<file path="src/hdl/rrts_pkg.sv">
// ----------------------------------------------------------------------------
// rrts_pkg
// shared constants, codes and types of the round-robin task scheduler
// ----------------------------------------------------------------------------
package rrts_pkg;

   localparam int MAX_SLOTS = 8;
   localparam int SLOT_W    = (MAX_SLOTS > 1) ? $clog2(MAX_SLOTS) : 1;
   localparam int CNT_W     = $clog2(MAX_SLOTS + 1);
   localparam int MASK_N    = (MAX_SLOTS < 8) ? MAX_SLOTS : 8;

   // event codes
   localparam logic [2:0] MODE_TICK   = 3'd0;
   localparam logic [2:0] MODE_CREATE = 3'd1;
   localparam logic [2:0] MODE_EXIT   = 3'd2;
   localparam logic [2:0] MODE_BLOCK  = 3'd3;
   localparam logic [2:0] MODE_WAKE   = 3'd4;

   // slot states
   localparam logic [1:0] SLOT_READY   = 2'd0;
   localparam logic [1:0] SLOT_BLOCKED = 2'd1;
   localparam logic [1:0] SLOT_DONE    = 2'd2;

   typedef struct packed {
      logic [2:0] mode;
      logic [2:0] wake_index;
   } req_type;

   typedef struct packed {
      logic [2:0]  running_task;
      logic        switched;
      logic        halted;
      logic [2:0]  created_index;
      logic        create_refused;
      logic [3:0]  slots_used;
      logic [31:0] switches_total;
      logic [7:0]  done_mask;
   } rsp_type;

   typedef struct packed {
      logic accept;
      logic exec;
      logic scan;
      logic load;
   } cmd_type;

   typedef struct packed {
      logic yield;
      logic found;
      logic last;
   } stat_type;

endpackage

</file>
<file path="src/hdl/rrts_dpath.sv">
// ----------------------------------------------------------------------------
// rrts_dpath
// slot table, scheduler state, round-robin scan step and result register
// ----------------------------------------------------------------------------
module rrts_dpath (
   input  logic              clock,
   input  logic              reset,
   input  rrts_pkg::req_type req_data,
   input  rrts_pkg::cmd_type cmd,
   output rrts_pkg::stat_type stat,
   output rrts_pkg::rsp_type rsp_data
);
   import rrts_pkg::*;

   req_type           item_ff;
   logic [1:0]        slot_ff [MAX_SLOTS];
   logic [CNT_W-1:0]  used_ff, used_in;
   logic [SLOT_W-1:0] run_ff, run_in;
   logic [SLOT_W-1:0] cand_ff, cand_in;
   logic [CNT_W-1:0]  step_ff, step_in;
   logic [31:0]       swcnt_ff, swcnt_in;
   logic              halt_ff, halt_in;
   logic              sw_ff, sw_in;
   logic              refused_ff, refused_in;
   logic [2:0]        created_ff, created_in;
   rsp_type           rsp_ff, rsp_in;
   logic              wr_en;
   logic [SLOT_W-1:0] wr_addr;
   logic [1:0]        wr_data;
   logic [7:0]        mask;

   function automatic logic [SLOT_W-1:0] next_slot(input logic [SLOT_W-1:0] x,
                                                    input logic [CNT_W-1:0] n);
      logic [CNT_W-1:0] nx;
      nx = CNT_W'(x) + CNT_W'(1);
      return (nx >= n) ? '0 : SLOT_W'(nx);
   endfunction

   assign stat.yield = !halt_ff &&
                       (item_ff.mode == MODE_TICK || item_ff.mode == MODE_EXIT);
   assign stat.found = (slot_ff[cand_ff] == SLOT_READY);
   assign stat.last  = (step_ff == used_ff);

   always_comb begin
      used_in    = used_ff;
      run_in     = run_ff;
      cand_in    = cand_ff;
      step_in    = step_ff;
      swcnt_in   = swcnt_ff;
      halt_in    = halt_ff;
      sw_in      = sw_ff;
      refused_in = refused_ff;
      created_in = created_ff;
      wr_en      = 1'b0;
      wr_addr    = run_ff;
      wr_data    = SLOT_READY;
      if (cmd.exec) begin
         sw_in      = 1'b0;
         refused_in = 1'b0;
         created_in = 3'd0;
         cand_in    = next_slot(run_ff, used_ff);
         step_in    = CNT_W'(1);
         if (!halt_ff) begin
            unique case (item_ff.mode)
               MODE_CREATE: begin
                  if (used_ff >= CNT_W'(MAX_SLOTS)) begin
                     refused_in = 1'b1;
                  end else begin
                     created_in = 3'(used_ff);
                     wr_en      = 1'b1;
                     wr_addr    = SLOT_W'(used_ff);
                     wr_data    = SLOT_READY;
                     used_in    = used_ff + CNT_W'(1);
                  end
               end
               MODE_EXIT: begin
                  wr_en   = 1'b1;
                  wr_addr = run_ff;
                  wr_data = SLOT_DONE;
               end
               MODE_BLOCK: begin
                  wr_en   = 1'b1;
                  wr_addr = run_ff;
                  wr_data = SLOT_BLOCKED;
               end
               MODE_WAKE: begin
                  if (int'(item_ff.wake_index) < int'(used_ff) &&
                      int'(item_ff.wake_index) < MAX_SLOTS) begin
                     wr_en   = 1'b1;
                     wr_addr = SLOT_W'(item_ff.wake_index);
                     wr_data = SLOT_READY;
                  end
               end
               default: begin
               end
            endcase
         end
      end
      if (cmd.scan) begin
         if (stat.found) begin
            if (cand_ff != run_ff) begin
               run_in   = cand_ff;
               swcnt_in = swcnt_ff + 32'd1;
               sw_in    = 1'b1;
            end
         end else if (stat.last) begin
            halt_in = 1'b1;
         end else begin
            cand_in = next_slot(cand_ff, used_ff);
            step_in = step_ff + CNT_W'(1);
         end
      end
   end

   // only created slots count toward the done mask
   always_comb begin
      mask = '0;
      for (int s = 0; s < MASK_N; s++) begin
         if (s < int'(used_ff) && slot_ff[s] == SLOT_DONE) begin
            mask[s] = 1'b1;
         end
      end
   end

   always_comb begin
      rsp_in.running_task   = 3'(run_ff);
      rsp_in.switched       = sw_ff;
      rsp_in.halted         = halt_ff;
      rsp_in.created_index  = created_ff;
      rsp_in.create_refused = refused_ff;
      rsp_in.slots_used     = 4'(used_ff);
      rsp_in.switches_total = swcnt_ff;
      rsp_in.done_mask      = mask;
   end

   always_ff @(posedge clock) begin
      if (reset) begin
         used_ff  <= CNT_W'(1);
         run_ff   <= '0;
         swcnt_ff <= '0;
         halt_ff  <= 1'b0;
      end else begin
         used_ff  <= used_in;
         run_ff   <= run_in;
         swcnt_ff <= swcnt_in;
         halt_ff  <= halt_in;
      end
   end

   // slot 0 starts ready, the rest are written at create
   always_ff @(posedge clock) begin
      for (int s = 0; s < MAX_SLOTS; s++) begin
         if (s == 0 && reset) begin
            slot_ff[s] <= SLOT_READY;
         end else if (wr_en && wr_addr == SLOT_W'(s)) begin
            slot_ff[s] <= wr_data;
         end
      end
   end

   always_ff @(posedge clock) begin
      if (cmd.accept) begin
         item_ff <= req_data;
      end
      cand_ff    <= cand_in;
      step_ff    <= step_in;
      sw_ff      <= sw_in;
      refused_ff <= refused_in;
      created_ff <= created_in;
      if (cmd.load) begin
         rsp_ff <= rsp_in;
      end
   end

   assign rsp_data = rsp_ff;

`ifndef SYNTHESIS
   a_halt_sticks: assert property (@(posedge clock) disable iff (reset)
      halt_ff |=> halt_ff)
      else $error("halt flag cleared");
   a_run_in_range: assert property (@(posedge clock) disable iff (reset)
      CNT_W'(run_ff) < used_ff)
      else $error("running slot beyond used count");
   a_scan_bound: assert property (@(posedge clock) disable iff (reset)
      cmd.scan |-> (step_ff != '0 && step_ff <= used_ff))
      else $error("scan step out of range");
`endif

endmodule

</file>
<file path="src/hdl/rrts_ctrl.sv">
// ----------------------------------------------------------------------------
// rrts_ctrl
// sequencer: accept, execute, scan one slot a cycle, hand off the result
// ----------------------------------------------------------------------------
module rrts_ctrl (
   input  logic               clock,
   input  logic               reset,
   input  logic               req_valid,
   output logic               req_stall,
   output logic               rsp_valid,
   input  logic               rsp_stall,
   input  rrts_pkg::stat_type stat,
   output rrts_pkg::cmd_type  cmd
);
   import rrts_pkg::*;

   typedef enum logic [3:0] {
      ST_IDLE   = 4'b0001,
      ST_EXEC   = 4'b0010,
      ST_SCAN   = 4'b0100,
      ST_FINISH = 4'b1000
   } state_type;

   state_type state_ff, state_in;
   logic      rsp_valid_ff, rsp_valid_in;
   logic      out_free;

   assign out_free  = !rsp_valid_ff || !rsp_stall;
   assign req_stall = (state_ff != ST_IDLE);
   assign rsp_valid = rsp_valid_ff;

   always_comb begin
      state_in     = state_ff;
      cmd          = '0;
      rsp_valid_in = rsp_valid_ff && rsp_stall;
      unique case (state_ff)
         ST_IDLE: begin
            if (req_valid) begin
               cmd.accept = 1'b1;
               state_in   = ST_EXEC;
            end
         end
         ST_EXEC: begin
            cmd.exec = 1'b1;
            state_in = stat.yield ? ST_SCAN : ST_FINISH;
         end
         ST_SCAN: begin
            cmd.scan = 1'b1;
            if (stat.found || stat.last) begin
               state_in = ST_FINISH;
            end
         end
         ST_FINISH: begin
            if (out_free) begin
               cmd.load     = 1'b1;
               rsp_valid_in = 1'b1;
               state_in     = ST_IDLE;
            end
         end
         default: begin
            state_in = ST_IDLE;
         end
      endcase
   end

   always_ff @(posedge clock) begin
      if (reset) begin
         state_ff     <= ST_IDLE;
         rsp_valid_ff <= 1'b0;
      end else begin
         state_ff     <= state_in;
         rsp_valid_ff <= rsp_valid_in;
      end
   end

`ifndef SYNTHESIS
   a_accept_exec: assert property (@(posedge clock) disable iff (reset)
      (req_valid && !req_stall) |=> (cmd.exec && $past(cmd.accept)))
      else $error("accepted item not executed");
   a_load_free: assert property (@(posedge clock) disable iff (reset)
      cmd.load |-> !(rsp_valid_ff && rsp_stall))
      else $error("result overwritten while stalled");
   a_scan_ends: assert property (@(posedge clock) disable iff (reset)
      (cmd.scan && stat.last) |=> !cmd.scan)
      else $error("scan ran past last slot");
`endif

endmodule

</file>
<file path="src/hdl/round_robin_task_scheduler_core.sv">
// ----------------------------------------------------------------------------
// round_robin_task_scheduler_core
// round-robin scheduler over a table of task slots, one result per event
// ----------------------------------------------------------------------------
// req channel: req_valid/req_stall with req_data (mode, wake_index); one item
//   per scheduler event
// rsp channel: rsp_valid/rsp_stall with rsp_data; exactly one item per event,
//   in event order, reporting the state after that event
// path: create, block, wake and unknown events go from accept through execute
//   to finish; tick and exit also pass through the round-robin scan, which
//   visits at most the used slot count
// flow: one event in flight; the next item can be accepted in the cycle
//   after its result is loaded, so the scan and receiver stalls set the rate
// reset: slot 0 ready and running, one slot used, switch count 0, not halted
// rsp stall: the result register holds; one more event may be accepted and
//   processed, and it waits for the register before finishing
// once halted, every event returns the frozen status with halted set
// ----------------------------------------------------------------------------
module round_robin_task_scheduler_core (
   input  logic              clock,
   input  logic              reset,
   input  logic              req_valid,
   output logic              req_stall,
   input  rrts_pkg::req_type req_data,
   output logic              rsp_valid,
   input  logic              rsp_stall,
   output rrts_pkg::rsp_type rsp_data
);
   import rrts_pkg::*;

   cmd_type  cmd;
   stat_type stat;

   rrts_ctrl u_ctrl (
      .clock     (clock),
      .reset     (reset),
      .req_valid (req_valid),
      .req_stall (req_stall),
      .rsp_valid (rsp_valid),
      .rsp_stall (rsp_stall),
      .stat      (stat),
      .cmd       (cmd)
   );

   rrts_dpath u_dpath (
      .clock    (clock),
      .reset    (reset),
      .req_data (req_data),
      .cmd      (cmd),
      .stat     (stat),
      .rsp_data (rsp_data)
   );

endmodule

</file>
<file path="config.mk">
export PLATFORM = sky130hd
export DESIGN_NAME = round_robin_task_scheduler_core
export DESIGN_NICKNAME = d
export VERILOG_FILES = /design/src/hdl/rrts_pkg.sv /design/src/hdl/rrts_dpath.sv /design/src/hdl/rrts_ctrl.sv /design/src/hdl/round_robin_task_scheduler_core.sv
export SDC_FILE = /design/constraint.sdc
export NUM_CORES = 1
export LEC_CHECK = 0
export BUFFER_PORTS_ARGS = -buffer_cell sky130_fd_sc_hd__buf_2
export CORE_ASPECT_RATIO = 1.25
export CORE_MARGIN = 1
export CORE_UTILIZATION = 24
export CTS_CLUSTER_SIZE = 30
export DETAILED_ROUTE_END_ITERATION = 8
export GPL_ROUTABILITY_DRIVEN = 0
export GPL_TIMING_DRIVEN = 0
export PLACE_DENSITY = 0.42
export SLEW_MARGIN = 10
export SYNTH_ARGS = -nofsm -noshare
export SYNTH_HDL_FRONTEND = slang
export SYNTH_SLANG_ARGS = --single-unit
</file>
<file path="constraint.sdc">
create_clock -name clock -period 5.69 [get_ports clock]
set_clock_uncertainty 0.2 [all_clocks]
set_input_delay 0.2845 -clock clock [delete_from_list [all_inputs] [get_ports clock]]
set_output_delay 0.2845 -clock clock [all_outputs]
set_load 0.01 [all_outputs]
</file>
Word level (Yosys, flattened, before mapping)
Memory sizes are Yosys's and may differ from the RTL's. A register that Yosys moved wholly into a read port is not among the register bits. Cells that the tools add are included.

Bits in registers: 116. Memory bits (writable): 16. Output and inout bits: 55. Word-level logic and storage cells: 200. Memories kept: 1.

$add $sub $neg: 5. Magnitude comparators: 12. Eq/ne operators: 29. Muxes and demuxes: 87. Bitwise gates (word level): 5. Reductions and logical operators: 40.

Memory list: u_dpath.slot_ff (depth 8, bits a word 2, rd ports 9, clocked after Yosys merged registers in 1, wr ports 2, RTL line rrts_dpath.sv:16) `logic [1:0] slot_ff [MAX_SLOTS];`.

Operators with widths (count): $mux W1 (50); $mux W3 (16); $add A32 B1 Y32 const B (1); $mux W4 (8); $logic_and A1 B1 Y1 (18); $mux W2 (9); $eq A2 B2 Y1 const B (8); $lt A3 B4 Y1 const A (4); $pmux W4 S4 (1); $reduce_or A2 Y1 (8); $eq A3 B3 Y1 const B (5); $eq A3 B2 Y1 const B (4); $reduce_and A3 Y1 (3); $add A3 B1 Y4 const B (2); $add A4 B1 Y4 const B (2); $ge A4 B4 Y1 (2); $lt A1 B4 Y1 const A (2); $lt A2 B4 Y1 const A (2); $eq A3 B1 Y1 const B (2); $logic_not A3 Y1 (2); $pmux W3 S2 (1); $eq A4 B1 Y1 const B (1); $eq A4 B2 Y1 const B (1); $eq A4 B3 Y1 const B (1); 17 further kinds (25).

Logic depth before layout (Yosys ltp)
Depth after elaboration: 16. Gate-level depth with buffers: 9. Gate-level depth less buffers: 8.

Cells and area by module
A second synthesis with hierarchy kept.

Cells, all modules: 500. Area, all modules: 5745.5 um^2.

Modules (own cells, without submodules): rrts_dpath (times used 1, cells an instance 468, area an instance 5485.3 um^2, seq. area each 3333.2 um^2); rrts_ctrl (times used 1, cells an instance 32, area an instance 260.2 um^2, seq. area each 100.1 um^2).

Worst setup path after synthesis
OpenSTA, ideal clock, no wires.

Path kind: register to register. Start point: reg u_ctrl.state_ff[0]. End point: reg u_dpath.rsp_ff (netlist bit u_dpath.rsp_data[0]), enable pin. Library setup time: 0.481 ns. Arrival time: 3.387 ns. Required time: 5.009 ns. Setup slack: 1.622 ns. Cell stages (with the launch flop): 5. Buffers on the path: 0. Period minus slack after synthesis: 4.068 ns. Cells stage by stage: dfxtp_1 > nor2_1 > nand2_1 > or2_2 > a21oi_1.

RTL lines: from (decl) (RTL line rrts_ctrl.sv:24) `state_type state_ff, state_in;`; from (signal assigned) (RTL line rrts_ctrl.sv:71) `state_ff <= state_in;`; to (signal assigned) (RTL line rrts_dpath.sv:171) `rsp_ff <= rsp_in;`; to (decl) (RTL line rrts_dpath.sv:26) `rsp_type rsp_ff, rsp_in;`.

==> flow_summary.json <==
{
  "cts-root-buf": "clkbuf_16",
  "synth_compound_area_share_pct": 8.19,
  "cts_tree": "done",
  "grt_max_degree": 29,
  "clk_path_buf_depth": 2,
  "dpl.hpwl_mm": 10.5,
  "cts_sinks": 132,
  "layout_common_cells": "79 x edfxtp_1, 68 x buf_2, 54 x nor2_1, 53 x dfxtp_1, 34 x a21oi_1",
  "tightestPinTransition_ps": 1150,
  "synth_top_family_by_area": "simple AND/OR/NAND/NOR gates",
  "coreArea_um2": 23700,
  "vias_per_cell": 4.52,
  "synth_xor_area_share_pct": 4.08,
  "ys_warn_count": 0,
  "grt_pass1_vias": 4229,
  "peakVddDrop_mv": 0.188,
  "place_ws_ps": 2120,
  "die_height_um": 176,
  "fillers": 2472,
  "worstSetupPathType": "reg2reg",
  "cts_setup_buffers": 0,
  "synth_seq_cells": 132,
  "synth_area_per_cell_um2": 11.3,
  "rsz0062_at_grt": "false",
  "r2r_cells": 8,
  "cp.arrival_ps": 3430,
  "whs_path_depth": 3,
  "grt_overflow": 0,
  "fin_nets": 631,
  "numCtsBuffers": 17,
  "track_usage_pct": 12.3,
  "final_common_cell": "edfxtp_1",
  "diodes": 0,
  "min_period_ps": 3570,
  "p_per_area_nw_per_um2": 304,
  "synth_simple_gate_area_share_pct": 20.2,
  "ant_nets": 0,
  "cp-start-kind": "register",
  "fin_crit_sh_pct": 62.7,
  "num_rows": 63,
  "netlist_area_um2": 5800,
  "critPathMaxFanout": 7,
  "htreeDepth": 4,
  "grt_pass1_wl_mm": 23.0,
  "synth.mux.area_fraction_pct": 2.54,
  "leakagePower_nw": 2.47,
  "drc": 0,
  "synth_cell_types": 60,
  "dr.pass1.iters": 4,
  "synth-seq-area-share_pct": 59.2,
  "floorplan.initialDensity_pct": 24.5,
  "synthCells": 513,
  "synth_edf_count": 79,
  "synth_fa_ha_area_share_pct": 3.45,
  "drive_gt1_share_pct": 18.6,
  "insertion_delay_ps": 420,
  "relSlewSlack_pct": 22.1,
  "die_w_um": 141,
  "maxSlewViolCount": 0,
  "numPortBuffers": 64,
  "wl_per_cell_um": 15.4,
  "fin_util_pct": 30.4,
  "hp-class": "in2reg",
  "ys.flop_type": "edfxtp_1",
  "fin_ws_ps": 2120,
  "clk_pin_slew_worst_paths_ps": 60,
  "drt_wl_total_mm": 14.5,
  "synth-async-reset-ratio_pct": 0,
  "finalHoldViolations": 0,
  "status": "completed",
  "worstPathRequired_ps": 5550,
  "finalSetupViolations": 0,
  "vias": 4262,
  "die-area_um2": 24800,
  "antenna_found_initial": 0,
  "endpoint_kind": "register",
  "areaGrowthSynthToFinish_pct": 24.3,
  "fin_setup_tns_ps": 0,
  "ios": 65,
  "max_freq_mhz": 280,
  "synth_nets": 539,
  "drtIter0Drc": 223,
  "drv_cap": 0
}
-- logic make-up after synthesis --
group,Yosys count
AOI/OAI and AO/OA,79
xor gates and xnor gates,27
adders and majority gates,16
buffers and inverters,35
DFF,132
muxes,12
and+or+nand+nor,212
-- worst paths after layout --
kind,slack (ps),end,from
min reg2reg,220,u_dpath.rsp_data[45],u_dpath.created_ff[0]
min,30,u_dpath.swcnt_ff[31],reset
max,2120,u_dpath.slot_ff[5][0],u_dpath.used_ff[2]
max reg2reg,2120,u_dpath.slot_ff[5][0],u_dpath.used_ff[2]
-- cell usage after synthesis, types with 2 or more instances --
library cell | n | area share (%)
edfxtp_1 | 79 | 41
nor2_1 | 54 | 3.5
dfxtp_1 | 53 | 18
a21oi_1 | 35 | 3.0
nand2_1 | 31 | 2.0
nand3_1 | 18 | 1.6
xnor2_1 | 18 | 2.7
ha_1 | 16 | 3.4
inv_1 | 16 | 1.0
nor3_1 | 15 | 1.3
nor4_1 | 15 | 1.6
clkbuf_1 | 14 | 0.91
o21ai_0 | 13 | 1.1
nand4_1 | 12 | 1.3
xor2_1 | 9 | 1.4
and3_1 | 8 | 0.86
mux2i_1 | 8 | 1.4
nand2b_1 | 8 | 0.86
or3_1 | 8 | 0.86
nor3b_1 | 7 | 0.91
o31ai_1 | 7 | 0.91
or4_1 | 7 | 0.91
o21ai_1 | 5 | 0.43
and4_1 | 4 | 0.60
buf_2 | 4 | 0.34
nor2b_1 | 4 | 0.43
a22o_1 | 3 | 0.45
and2_1 | 3 | 0.32
nor4b_1 | 3 | 0.45
a31o_1 | 2 | 0.30
mux4_2 | 2 | 0.78
nand3b_1 | 2 | 0.26
nand4b_1 | 2 | 0.30
o21bai_1 | 2 | 0.26
-- registers in the layout, summed over array words and instances (netlist names) --
| register | flops |
|---|---|
| u_dpath.slot_ff | 16 |
| u_dpath.step_ff | 4 |
| u_ctrl.rsp_valid | 1 |
| u_dpath.refused_ff | 1 |
| u_dpath.halt_ff | 1 |
| u_ctrl.state_ff | 4 |
| u_dpath.swcnt_ff | 32 |
| u_dpath.created_ff | 3 |
| u_dpath.used_ff | 4 |
| u_dpath.sw_ff | 1 |
| u_dpath.run_ff | 3 |
| u_dpath.cand_ff | 3 |
| u_dpath.item_ff | 6 |
| u_dpath.rsp_data | 53 |
-- final cells by class --
class | count | area, um2 | share of cell area, %
multi-input cells | 346 | 2240 | 31.1
plain buffers | 18 | 72.6 | 1.01
flip-flops and latches | 132 | 3430 | 47.6
repair buffers | 73 | 438 | 6.07
inverters | 17 | 63.8 | 0.885
clock buffers | 19 | 454 | 6.30
well taps | 325 | 407 | 5.64
clock inverters | 13 | 97.6 | 1.35
-- critical path: stages (launching register included) --
cell      delay [ps]
dfxtp_1          350
clkbuf_1         370
inv_1            290
ha_1             320
a211oi_1         530
nor2_1           140
o32ai_1          200
o21ai_1          230
nor4_1           570
-- layer usage --
layer  routed length [um]  global-route usage [%]  up-vias
li1                     -                       -     2101
met5                    0                       0        -
met3                  603                    3.05       21
met4                  341                    5.80        0
met2                 7270                    21.7      114
met1                 6260                    13.9     2026
-- stage by stage --
step                area (um2)  instances  hold WS, ps  total power, mW
detailed placement        6590        904          208             1.19
CTS                       7210        943         18.6             2.22
floorplan                 5800        513          183             1.15
finish                    7210        943         29.5             2.19
global route              7210        943         53.4             2.28
global placement          6530        902          211             1.19
-- what timing repair did --
| item | CTS | global route |
|---|---|---|
| gates resized for setup | 0 | 0 |
| hold buffers | 7 | 0 |
| hold endpoints to repair | 7 | 0 |
-- power by group --
part	leakage, nW	switching [mW]	internal, mW
Sequential	1.17	0.0183	1.03
Combinational	1.04	0.0773	0.0474
Clock	0.262	0.430	0.586
Total	2.47	0.526	1.66
Power figures use the tool's default switching activity.
